## src/rtl/core/asd_pkg.sv

```systemverilog
package asd_pkg;

  localparam int WARMUP_FRAMES_DEF = 16;
  localparam int NUM_REGS = 8;
  localparam int CFG_W = 16;
  localparam int CFG_IDX_W = 3;

  localparam logic [CFG_IDX_W-1:0] REG_SHAKE_THR  = 3'd0;
  localparam logic [CFG_IDX_W-1:0] REG_SHAKE_DEB  = 3'd1;
  localparam logic [CFG_IDX_W-1:0] REG_SHAKE_WIN  = 3'd2;
  localparam logic [CFG_IDX_W-1:0] REG_TILT_COS   = 3'd3;
  localparam logic [CFG_IDX_W-1:0] REG_TILT_HOLD  = 3'd4;
  localparam logic [CFG_IDX_W-1:0] REG_TILT_DEB   = 3'd5;
  localparam logic [CFG_IDX_W-1:0] REG_GRAV_ALPHA = 3'd6;
  localparam logic [CFG_IDX_W-1:0] REG_BASE_ALPHA = 3'd7;

  // controller states
  typedef enum logic [4:0] {
    ST_IDLE,
    ST_MAG_LD,   // load sum of squares into sqrt unit
    ST_MAG_RUN,
    ST_WARM,     // warm-up divide per axis
    ST_WARM_RUN,
    ST_WARM_WB,
    ST_GEMA,     // gravity EMA per axis
    ST_SHAKE,
    ST_PREP,     // shifted vectors, sums
    ST_SQ_G,
    ST_SQ_G_RUN,
    ST_SQ_B,
    ST_SQ_B_RUN,
    ST_MULT,
    ST_DIV,
    ST_DIV_RUN,
    ST_TILT,
    ST_BEMA,
    ST_OUT
  } asd_state_t;

  // datapath commands
  typedef enum logic [3:0] {
    OP_NONE,
    OP_CAPTURE,
    OP_SQ_MAG,
    OP_WARM_DIV,
    OP_WARM_WB,
    OP_COPY_BASE,
    OP_GEMA,
    OP_SHAKE,
    OP_PREP,
    OP_SQ_G,
    OP_SQ_B,
    OP_MULT,
    OP_COS_DIV,
    OP_TILT,
    OP_BEMA,
    OP_PUBLISH
  } asd_op_t;

  typedef struct packed {
    asd_op_t    op;
    logic [1:0] axis;
    logic       unit_start;
  } asd_cmd_t;

  typedef struct packed {
    logic unit_busy;
    logic gravity_ready;
    logic warm_active;  // still averaging
    logic big_vecs;     // both vectors longer than 0.1 g
    logic rest_band;    // baseline may adapt
    logic tilted;
  } asd_stat_t;

endpackage

```

## src/rtl/core/asd_ctrl.sv

```systemverilog
module asd_ctrl import asd_pkg::*; (
  input  logic      clk,
  input  logic      rst_n,
  input  logic      in_valid,
  output logic      in_stall,
  output logic      out_valid,
  input  logic      out_stall,
  input  asd_stat_t stat,
  output asd_cmd_t  cmd
);

  asd_state_t state_r, state_nxt;
  logic [1:0] axis_r, axis_nxt;
  logic       ov_r, ov_nxt;
  logic       last_axis;

  assign last_axis = (axis_r == 2'd2);
  assign in_stall  = !(state_r == ST_IDLE && (!ov_r || !out_stall));
  assign out_valid = ov_r;

  always_comb begin
    state_nxt = state_r;
    axis_nxt  = axis_r;
    ov_nxt    = ov_r;
    if (ov_r && !out_stall) ov_nxt = 1'b0;
    case (state_r)
      ST_IDLE:     if (in_valid && !in_stall) state_nxt = ST_MAG_LD;
      ST_MAG_LD:   state_nxt = ST_MAG_RUN;
      ST_MAG_RUN:  if (!stat.unit_busy) begin
        axis_nxt = 2'd0;
        if (!stat.gravity_ready) state_nxt = stat.warm_active ? ST_WARM : ST_SHAKE;
        else state_nxt = ST_GEMA;
      end
      ST_WARM:     state_nxt = ST_WARM_RUN;
      ST_WARM_RUN: if (!stat.unit_busy) state_nxt = ST_WARM_WB;
      ST_WARM_WB:  begin
        if (last_axis) state_nxt = ST_SHAKE;
        else begin
          axis_nxt  = 2'(axis_r + 2'd1);
          state_nxt = ST_WARM;
        end
      end
      ST_GEMA:     begin
        if (last_axis) state_nxt = ST_SHAKE;
        else axis_nxt = 2'(axis_r + 2'd1);
      end
      ST_SHAKE:    state_nxt = stat.gravity_ready ? ST_PREP : ST_OUT;
      ST_PREP:     state_nxt = ST_SQ_G;
      // short vectors skip the cosine
      ST_SQ_G:     state_nxt = stat.big_vecs ? ST_SQ_G_RUN : ST_TILT;
      ST_SQ_G_RUN: if (!stat.unit_busy) state_nxt = ST_SQ_B;
      ST_SQ_B:     state_nxt = ST_SQ_B_RUN;
      ST_SQ_B_RUN: if (!stat.unit_busy) state_nxt = ST_MULT;
      ST_MULT:     state_nxt = ST_DIV;
      ST_DIV:      state_nxt = ST_DIV_RUN;
      ST_DIV_RUN:  if (!stat.unit_busy) state_nxt = ST_TILT;
      ST_TILT:     begin
        axis_nxt  = 2'd0;
        state_nxt = (!stat.tilted && stat.rest_band) ? ST_BEMA : ST_OUT;
      end
      ST_BEMA:     begin
        if (last_axis) state_nxt = ST_OUT;
        else axis_nxt = 2'(axis_r + 2'd1);
      end
      ST_OUT:      begin
        ov_nxt    = 1'b1;
        state_nxt = ST_IDLE;
      end
      default:     state_nxt = ST_IDLE;
    endcase
  end

  always_comb begin
    cmd.op         = OP_NONE;
    cmd.axis       = axis_r;
    cmd.unit_start = 1'b0;
    case (state_r)
      ST_IDLE:     if (in_valid && !in_stall) cmd.op = OP_CAPTURE;
      ST_MAG_LD:   begin cmd.op = OP_SQ_MAG; cmd.unit_start = 1'b1; end
      ST_MAG_RUN:  if (!stat.unit_busy && !stat.gravity_ready && !stat.warm_active)
                     cmd.op = OP_COPY_BASE;
      ST_WARM:     begin cmd.op = OP_WARM_DIV; cmd.unit_start = 1'b1; end
      ST_WARM_WB:  cmd.op = OP_WARM_WB;
      ST_GEMA:     cmd.op = OP_GEMA;
      ST_SHAKE:    cmd.op = OP_SHAKE;
      ST_PREP:     cmd.op = OP_PREP;
      ST_SQ_G:     begin cmd.op = OP_SQ_G; cmd.unit_start = stat.big_vecs; end
      ST_SQ_B:     begin cmd.op = OP_SQ_B; cmd.unit_start = 1'b1; end
      ST_MULT:     cmd.op = OP_MULT;
      ST_DIV:      begin cmd.op = OP_COS_DIV; cmd.unit_start = 1'b1; end
      ST_TILT:     cmd.op = OP_TILT;
      ST_BEMA:     cmd.op = OP_BEMA;
      ST_OUT:      cmd.op = OP_PUBLISH;
      default:     cmd.op = OP_NONE;
    endcase
  end

  always_ff @(posedge clk) begin
    if (!rst_n) begin
      state_r <= ST_IDLE;
      axis_r  <= '0;
      ov_r    <= 1'b0;
    end else begin
      state_r <= state_nxt;
      axis_r  <= axis_nxt;
      ov_r    <= ov_nxt;
    end
  end

endmodule

```

## config.mk

```make
export PLATFORM = sky130hd
export DESIGN_NAME = asd_ctrl
export DESIGN_NICKNAME = d
export VERILOG_FILES = /design/src/rtl/core/asd_pkg.sv /design/src/rtl/core/asd_ctrl.sv
export SDC_FILE = /design/constraint.sdc
export NUM_CORES = 1
export LEC_CHECK = 0
export BUFFER_PORTS_ARGS = -buffer_cell sky130_fd_sc_hd__buf_4
export CAP_MARGIN = 20
export CORE_AREA = 2 2 53 55
export CTS_BUF_LIST = sky130_fd_sc_hd__clkbuf_8 sky130_fd_sc_hd__clkbuf_16
export DETAILED_ROUTE_END_ITERATION = 10
export DIE_AREA = 0 0 55 57
export SLEW_MARGIN = 20
export SYNTH_ARGS = -nofsm -noshare
export SYNTH_HDL_FRONTEND = slang
export SYNTH_SLANG_ARGS = --single-unit
```

## constraint.sdc

```tcl
create_clock -name clk -period 2.1 [get_ports clk]
set_clock_uncertainty 0.1 [all_clocks]
set_input_delay 0.315 -clock clk [delete_from_list [all_inputs] [get_ports clk]]
set_output_delay 0.315 -clock clk [all_outputs]
set_load 0.03 [all_outputs]
```

==> run summary, run 1 <==
Synthesis
• 7.51 um^2 — Mapped Avg Cell Area
• 0 — count of warnings emitted by yosys
• 16.7% — top-area cell type share of the netlist area
• sky130_fd_sc_hd__dfxtp_1 — top_reg_cell synth
• 48 — Unique masters post-synth
• 1.04% — multiplexer share of the synthesized area
• sky130_fd_sc_hd__dfxtp_1 — cell type contributing the most total cell area after synthesis
• 29.0% — post-synthesis simple-gate area fraction
• 8 — post-synthesis register bit count
• 0.911% — parity-gate share of the synthesized area counting xor and xnor cells
• 128 — Gate Count Post-Synth
• sky130_fd_sc_hd__dfxtp_1 (17%), sky130_fd_sc_hd__a21oi_1 (4.7%), sky130_fd_sc_hd__nand2b_1 (4.6%) — leading cell types by total area after synthesis
• 43.1% — compound-cell area share of the yosys netlist
• compound AO/OA/AOI/OAI gates — largest family of logic cells by synthesized area
• 1.30% — post-synthesis share of cell area spent on full adders, half adders and majority gates
• 0% — share of synthesized flip-flops with an asynchronous set or reset
• 139 — post-synth net total
• 0 — EDFF count, synth
• 16.7% — sequential cell area fraction in the yosys report
• 961 um^2 — combined area of all synthesized cells

Detailed routing
• 45 — Initial DRC Count
• 2680 um — total routed wirelength
• 0 — Remaining DRCs
• 0 — number of nets still failing antenna checks after routing
• 1106 — total number of vias
• 14.6 um — routed length per instance
• 6.04 — Via density
• 4 — first-pass iteration count of the detailed router

Global routing
• 0 — antenna violations before repair
• 0 — Remaining Overflow, GRT
• 4370 um — wire length of the first global-routing pass
• 18.8% — Total Routing Usage GR
• 980 — via count of the first global-routing pass
• 19 — largest net degree at the start of global routing

CTS
• 40 ps — clock edge transition at the registers on the reported setup and hold paths
• sky130_fd_sc_hd__clkbuf_8 — buffer cell driving the clock tree root
• 2 — Longest Clk Path Bufs
• 1 — H-tree depth reported by CTS
• 230 ps — Clock Latency Late Sink
• 8 — clk sink count
• yes — TritonCTS clock tree
• 3 — CTS buffer count

Finish
• 0.00130 mm^2 — Non-Filler Cell Area, Final
• 165 — final-stage net count
• 257 — filler instances
• 183 — number of non-filler instances in the completed layout
• sky130_fd_sc_hd__buf_4 (30), sky130_fd_sc_hd__a21oi_1 (9), sky130_fd_sc_hd__nor2_1 (8) — top library cells by usage in the layout, fill and taps aside
• 35.5% — Area Overhead vs Synth
• 0 — Diodes inserted
• 34.2% — fraction of layout cells with a size suffix above 1
• sky130_fd_sc_hd__buf_4 — most frequent standard cell in the layout excluding fill and tap cells

Setup path
• 440 ps — delay of the slowest critical-path stage
• 1610 ps — data arrival at the endpoint of the critical path
• cmd[3] — end point of the critical path
• 1680 ps — worst path required time
• 4 — cell count of the worst reg-to-reg path
• 1 — number of buffer and inverter stages on the critical path
• 5 — Crit. path cell count
• simple AND/OR/NAND/NOR gates — critical path's top delay family
• state_r[0]$_SDFFE_PN0P_ — launching instance or port of the critical path
• state_r[0]$_SDFFE_PN0P_ — reg-to-reg endpoint
• flop — type of origin of the critical path
• or3_4 > nor3_4 > a32oi_1 > o41ai_2 > buf_4 — crit path cell chain
• sky130_fd_sc_hd__or3_4 — highest-delay cell along the critical path
• output pin — CP Capture Type
• state_r[0]$_SDFFE_PN0P_ — worst reg2reg startpoint
• reg2out — Worst Setup Path Type
• 240 ps — Register-to-Register Setup Slack
• 11 — crit-path max FO

Die
• 0.00314 mm^2 — Total Die Area
• 19 — number of primary I/O pins
• 36.7% — initial core utilization
• 55 um — Die Span X
• 0.00262 mm^2 — placeable core region
• 19 — count of standard-cell rows
• 57 um — die height

STA
• 494 MHz — maximum operating frequency
• 75.1 ps — Worst Setup Slack, final
• 0 — Setup violations, final
• no — setup repair after global routing missed its margin
• 96.4% — final worst-path cycle share
• 0 — Fin. Hold Viols
• 287 ps — worst hold slack
• 0 ps — TNS Setup
• 62.8% — headroom to the max-slew limit
• 2020 ps — final period demand of the worst path
• 0 — Final Max Tran Viols
• 555 ps — worst-margin pin slew

Placement
• 2010 um — dpl hpwl
• 180 — Inst Count DP
• 18 — count of input and output buffers
• 0.921 — weighted congestion reported at the end of routability-driven placement
• 0.00123 mm^2 — Post-Place Cell Area
• 139 ps — post-placement worst setup slack

Min path
• in2reg — type of the tightest min-delay check

Power
• 1140 mW/mm^2 — ratio of total power to cell area
• 0.510 nW — static leakage
• 657 uV — IR drop worst, VDD

Run
• 0 — total of max-cap violations

Run status
• finished clean — result of the run

==> worst register-to-register path, delay by kind of cell (launching register included) <==
kind / cells / cell delay (ps)
and+or+nand+nor: 2 / 670
AOI/OAI and AO/OA: 1 / 470
DFF: 1 / 380
muxes: 1 / 170
==> routing by layer <==
metal | vias up | track usage, % | routed length, um
li1 | 546 | - | -
met1 | 523 | 26.7 | 1260
met2 | 33 | 28.4 | 1270
met3 | 4 | 3.93 | 125
met4 | 0 | 5.23 | 19
met5 | - | 0 | 0
==> registers in the layout, summed over array words and instances, names as in the netlist <==
name / count
axis_r: 2
out_valid: 1
state_r: 5
==> area by class of cell <==
type	instances	area, um^2	share of cell area, %
inverter	6	22.5	1.73
sequential	8	166	12.8
clock buffer	3	41.3	3.17
timing repair buffer	32	265	20.4
tap	31	38.8	2.98
multi-input combinational	103	768	59.0
==> repair_timing <==
| item | in CTS | in global routing |
|---|---|---|
| setup buffers | 0 | 0 |
| hold buffers | 0 | 0 |
| setup endpoints to repair | 4 | 5 |
| resized for setup | 3 | 6 |
| endpoints found under the hold margin | 0 | 0 |
==> cells by family after synthesis <==
kind of cell | after synthesis
AO/OA/AOI/OAI | 54
XOR/XNOR | 1
adder cells (fa/ha/maj) | 1
buffers and inverters | 17
flip-flops | 8
multiplexers | 1
AND/OR/NAND/NOR | 46
==> metrics by stage <==
stage | power (mW) | utilization, %
3_3_place_gp | 1.24 | 47.1
3_5_place_dp | 1.24 | 47.1
4_1_cts | 1.45 | 48.9
2_1_floorplan | 0.939 | -
6_report | 1.48 | 49.8
5_1_grt | 1.58 | 49.8
==> how the worst min path moves through the flow <==
| stage | to | slack, ps | depth (start not counted) | start |
|---|---|---|---|---|
| after floorplan | axis_r[1]$_SDFFE_PN0P_ | 360 | 2 | rst_n |
| after global placement | axis_r[1]$_SDFFE_PN0P_ | 380 | 2 | axis_r[1]$_SDFFE_PN0P_ |
| after detailed placement | axis_r[1]$_SDFFE_PN0P_ | 390 | 2 | axis_r[1]$_SDFFE_PN0P_ |
| after CTS | state_r[1]$_SDFFE_PN0P_ | 290 | 3 | rst_n |
| after global routing | state_r[0]$_SDFFE_PN0P_ | 310 | 3 | rst_n |
| final | state_r[1]$_SDFFE_PN0P_ | 290 | 3 | rst_n |
==> report_power, final <==
group	internal (mW)	total, mW	switching (mW)
logic	0.474	1.02	0.550
clock network	0.125	0.190	0.0658
registers	0.188	0.265	0.0774
total	0.786	1.48	0.693
==> synth_stat cells (2+ instances only) <==
library cell and number:
sky130_fd_sc_hd__o31ai_1 5, sky130_fd_sc_hd__buf_2 4, sky130_fd_sc_hd__a22oi_1 2, sky130_fd_sc_hd__a21o_1 4, sky130_fd_sc_hd__nand2b_1 7, sky130_fd_sc_hd__nand4bb_1 2
sky130_fd_sc_hd__clkbuf_1 3, sky130_fd_sc_hd__dfxtp_1 8, sky130_fd_sc_hd__o21ai_1 3, sky130_fd_sc_hd__o41ai_1 3, sky130_fd_sc_hd__buf_1 3, sky130_fd_sc_hd__a31oi_1 3
sky130_fd_sc_hd__inv_1 6, sky130_fd_sc_hd__nand2_1 6, sky130_fd_sc_hd__o21ai_0 6, sky130_fd_sc_hd__nor2_1 9, sky130_fd_sc_hd__or3_4 2, sky130_fd_sc_hd__nor3_1 5
sky130_fd_sc_hd__nor2b_1 6, sky130_fd_sc_hd__a21oi_1 9, sky130_fd_sc_hd__and2_1 2, sky130_fd_sc_hd__o211ai_1 4
Note: power is estimated with default switching activity, not from simulation.
==> run 2, diff against run 1 <==
==> constraint.sdc (replaced) <==
create_clock -name clk -period 2.1 [get_ports clk]
set_clock_uncertainty 0.1 [all_clocks]
set_input_delay 0.42 -clock clk [delete_from_list [all_inputs] [get_ports clk]]
set_output_delay 0.42 -clock clk [all_outputs]
set_load 0.03 [all_outputs]
==> run summary, run 2 (synthesis results as in run 1) <==
Placement
• 112 ps — post-placement worst setup slack
• 0.878 — weighted congestion reported at the end of routability-driven placement
• 2200 um — dpl hpwl
• 18 — count of input and output buffers

Finish
• 40.6% — Area Overhead vs Synth
• state_r — largest register by flop count
• 51.7% — final core utilization
• 5 — flip-flop count of the largest register after layout
• 40.0% — fraction of layout cells with a size suffix above 1
• 168 — final-stage net count
• sky130_fd_sc_hd__buf_4 — most frequent standard cell in the layout excluding fill and tap cells
• 0 — Diodes inserted
• sky130_fd_sc_hd__buf_4 (33), sky130_fd_sc_hd__a21oi_1 (9), sky130_fd_sc_hd__nor2_1 (8) — top library cells by usage in the layout, fill and taps aside

STA
• 404 ps — worst-margin pin slew
• 36.5 ps — Worst Setup Slack, final
• 98.3% — final worst-path cycle share
• 2060 ps — final period demand of the worst path
• 0 — Setup violations, final
• 485 MHz — maximum operating frequency
• yes — setup repair after global routing missed its margin
• 0 — Final Max Tran Viols
• 73.1% — headroom to the max-slew limit
• 0 — Fin. Hold Viols

Power
• 575 uV — IR drop worst, VDD
• 1160 mW/mm^2 — ratio of total power to cell area
• 0.531 nW — static leakage

Setup path
• reg2out — Worst Setup Path Type
• output pin — CP Capture Type
• 1540 ps — data arrival at the endpoint of the critical path
• 1580 ps — worst path required time
• 5 — crit-path max FO
• flop — type of origin of the critical path

Detailed routing
• 0 — Remaining DRCs
• 1105 — total number of vias
• 37 — Initial DRC Count
• 4 — first-pass iteration count of the detailed router
• 2870 um — total routed wirelength
• 15.4 um — routed length per instance
• 5.94 — Via density
• 0 — number of nets still failing antenna checks after routing

CTS
• 3 — CTS buffer count
• 230 ps — Clock Latency Late Sink
• 40 ps — clock edge transition at the registers on the reported setup and hold paths
• sky130_fd_sc_hd__clkbuf_8 — buffer cell driving the clock tree root
• 2 — Longest Clk Path Bufs
• 1 — H-tree depth reported by CTS
• 0 — hold buffers post-CTS
• 8 — clk sink count
• yes — TritonCTS clock tree

Global routing
• 15 — largest net degree at the start of global routing
• 4910 um — wire length of the first global-routing pass
• 1062 — via count of the first global-routing pass
• 0 — antenna violations before repair
• 20.6% — Total Routing Usage GR
• 0 — Remaining Overflow, GRT

Die
• 19 — count of standard-cell rows
• 0.00314 mm^2 — Total Die Area
• 19 — number of primary I/O pins
• 0.00262 mm^2 — placeable core region
• 36.7% — initial core utilization
• 57 um — die height
• 55 um — Die Span X

Min path
• in2reg — type of the tightest min-delay check

Run status
• finished clean — result of the run

Run
• 0 — total of max-cap violations

## run 2: changes by cell type in the layout (fill, tap and decap cells not counted), sizes merged
cell / delta
buf: +3
## run 2: final timing paths
path | endpoint | start | cells past startpoint | slack, ps
worst max-delay path | cmd[3] | state_r[0]$_SDFFE_PN0P_ | 5 | 40
worst min-delay path | state_r[1]$_SDFFE_PN0P_ | rst_n | 3 | 400
worst max register to register | state_r[0]$_SDFFE_PN0P_ | state_r[0]$_SDFFE_PN0P_ | 5 | 160
worst min register to register | axis_r[1]$_SDFFE_PN0P_ | axis_r[1]$_SDFFE_PN0P_ | 2 | 400
## run 2: worst max-delay path: stages, from the launching register on
cell                      delay, ps
sky130_fd_sc_hd__dfxtp_2        350
sky130_fd_sc_hd__or3_4          420
sky130_fd_sc_hd__nor3_4         150
sky130_fd_sc_hd__a32oi_2        130
sky130_fd_sc_hd__o41ai_2         60
sky130_fd_sc_hd__buf_4          210
## run 2: timing repair
action | in CTS | in global routing
pin swaps | 1 | 1
gates resized for setup | 6 | 14
endpoints found under the hold margin | 0 | 0
setup endpoints to repair | 4 | 5
buffers inserted | 1 | 0
## run 2: area by class of cell
type,instances,area (um^2)
Clock buffer,3,41.3
Multi-Input combinational cell,103,807
Sequential cell,8,171
Inverter,6,22.5
Timing Repair Buffer,35,270
Fill cell,252,1260
Tap cell,31,38.8
## run 2: stage by stage
stage | std cells | setup TNS, ps | hold WS (ps) | total power, mW | instance area [um^2]
after global placement | 182 | 0 | 386 | 1.26 | 1230
after floorplan | 128 | -71.0 | 469 | 0.949 | 992
after CTS | 186 | 0 | 396 | 1.50 | 1300
after detailed placement | 182 | 0 | 390 | 1.27 | 1230
after global routing | 186 | -36.0 | 417 | 1.68 | 1350
final | 186 | 0 | 396 | 1.57 | 1350
## run 2: power breakdown
part | switching, mW | leakage, nW | internal [mW]
combinational | 0.615 | 0.441 | 0.516
sequential | 0.0595 | 0.0677 | 0.190
clock | 0.0647 | 0.0216 | 0.125
## run 2: routing by layer
metal / global-route usage (%) / vias up / wire, um
li1: - / 549 / -
met1: 29.5 / 520 / 1320
met2: 30.8 / 34 / 1380
met3: 5.24 / 2 / 143
met4: 5.23 / 0 / 22
met5: 0 / - / 0
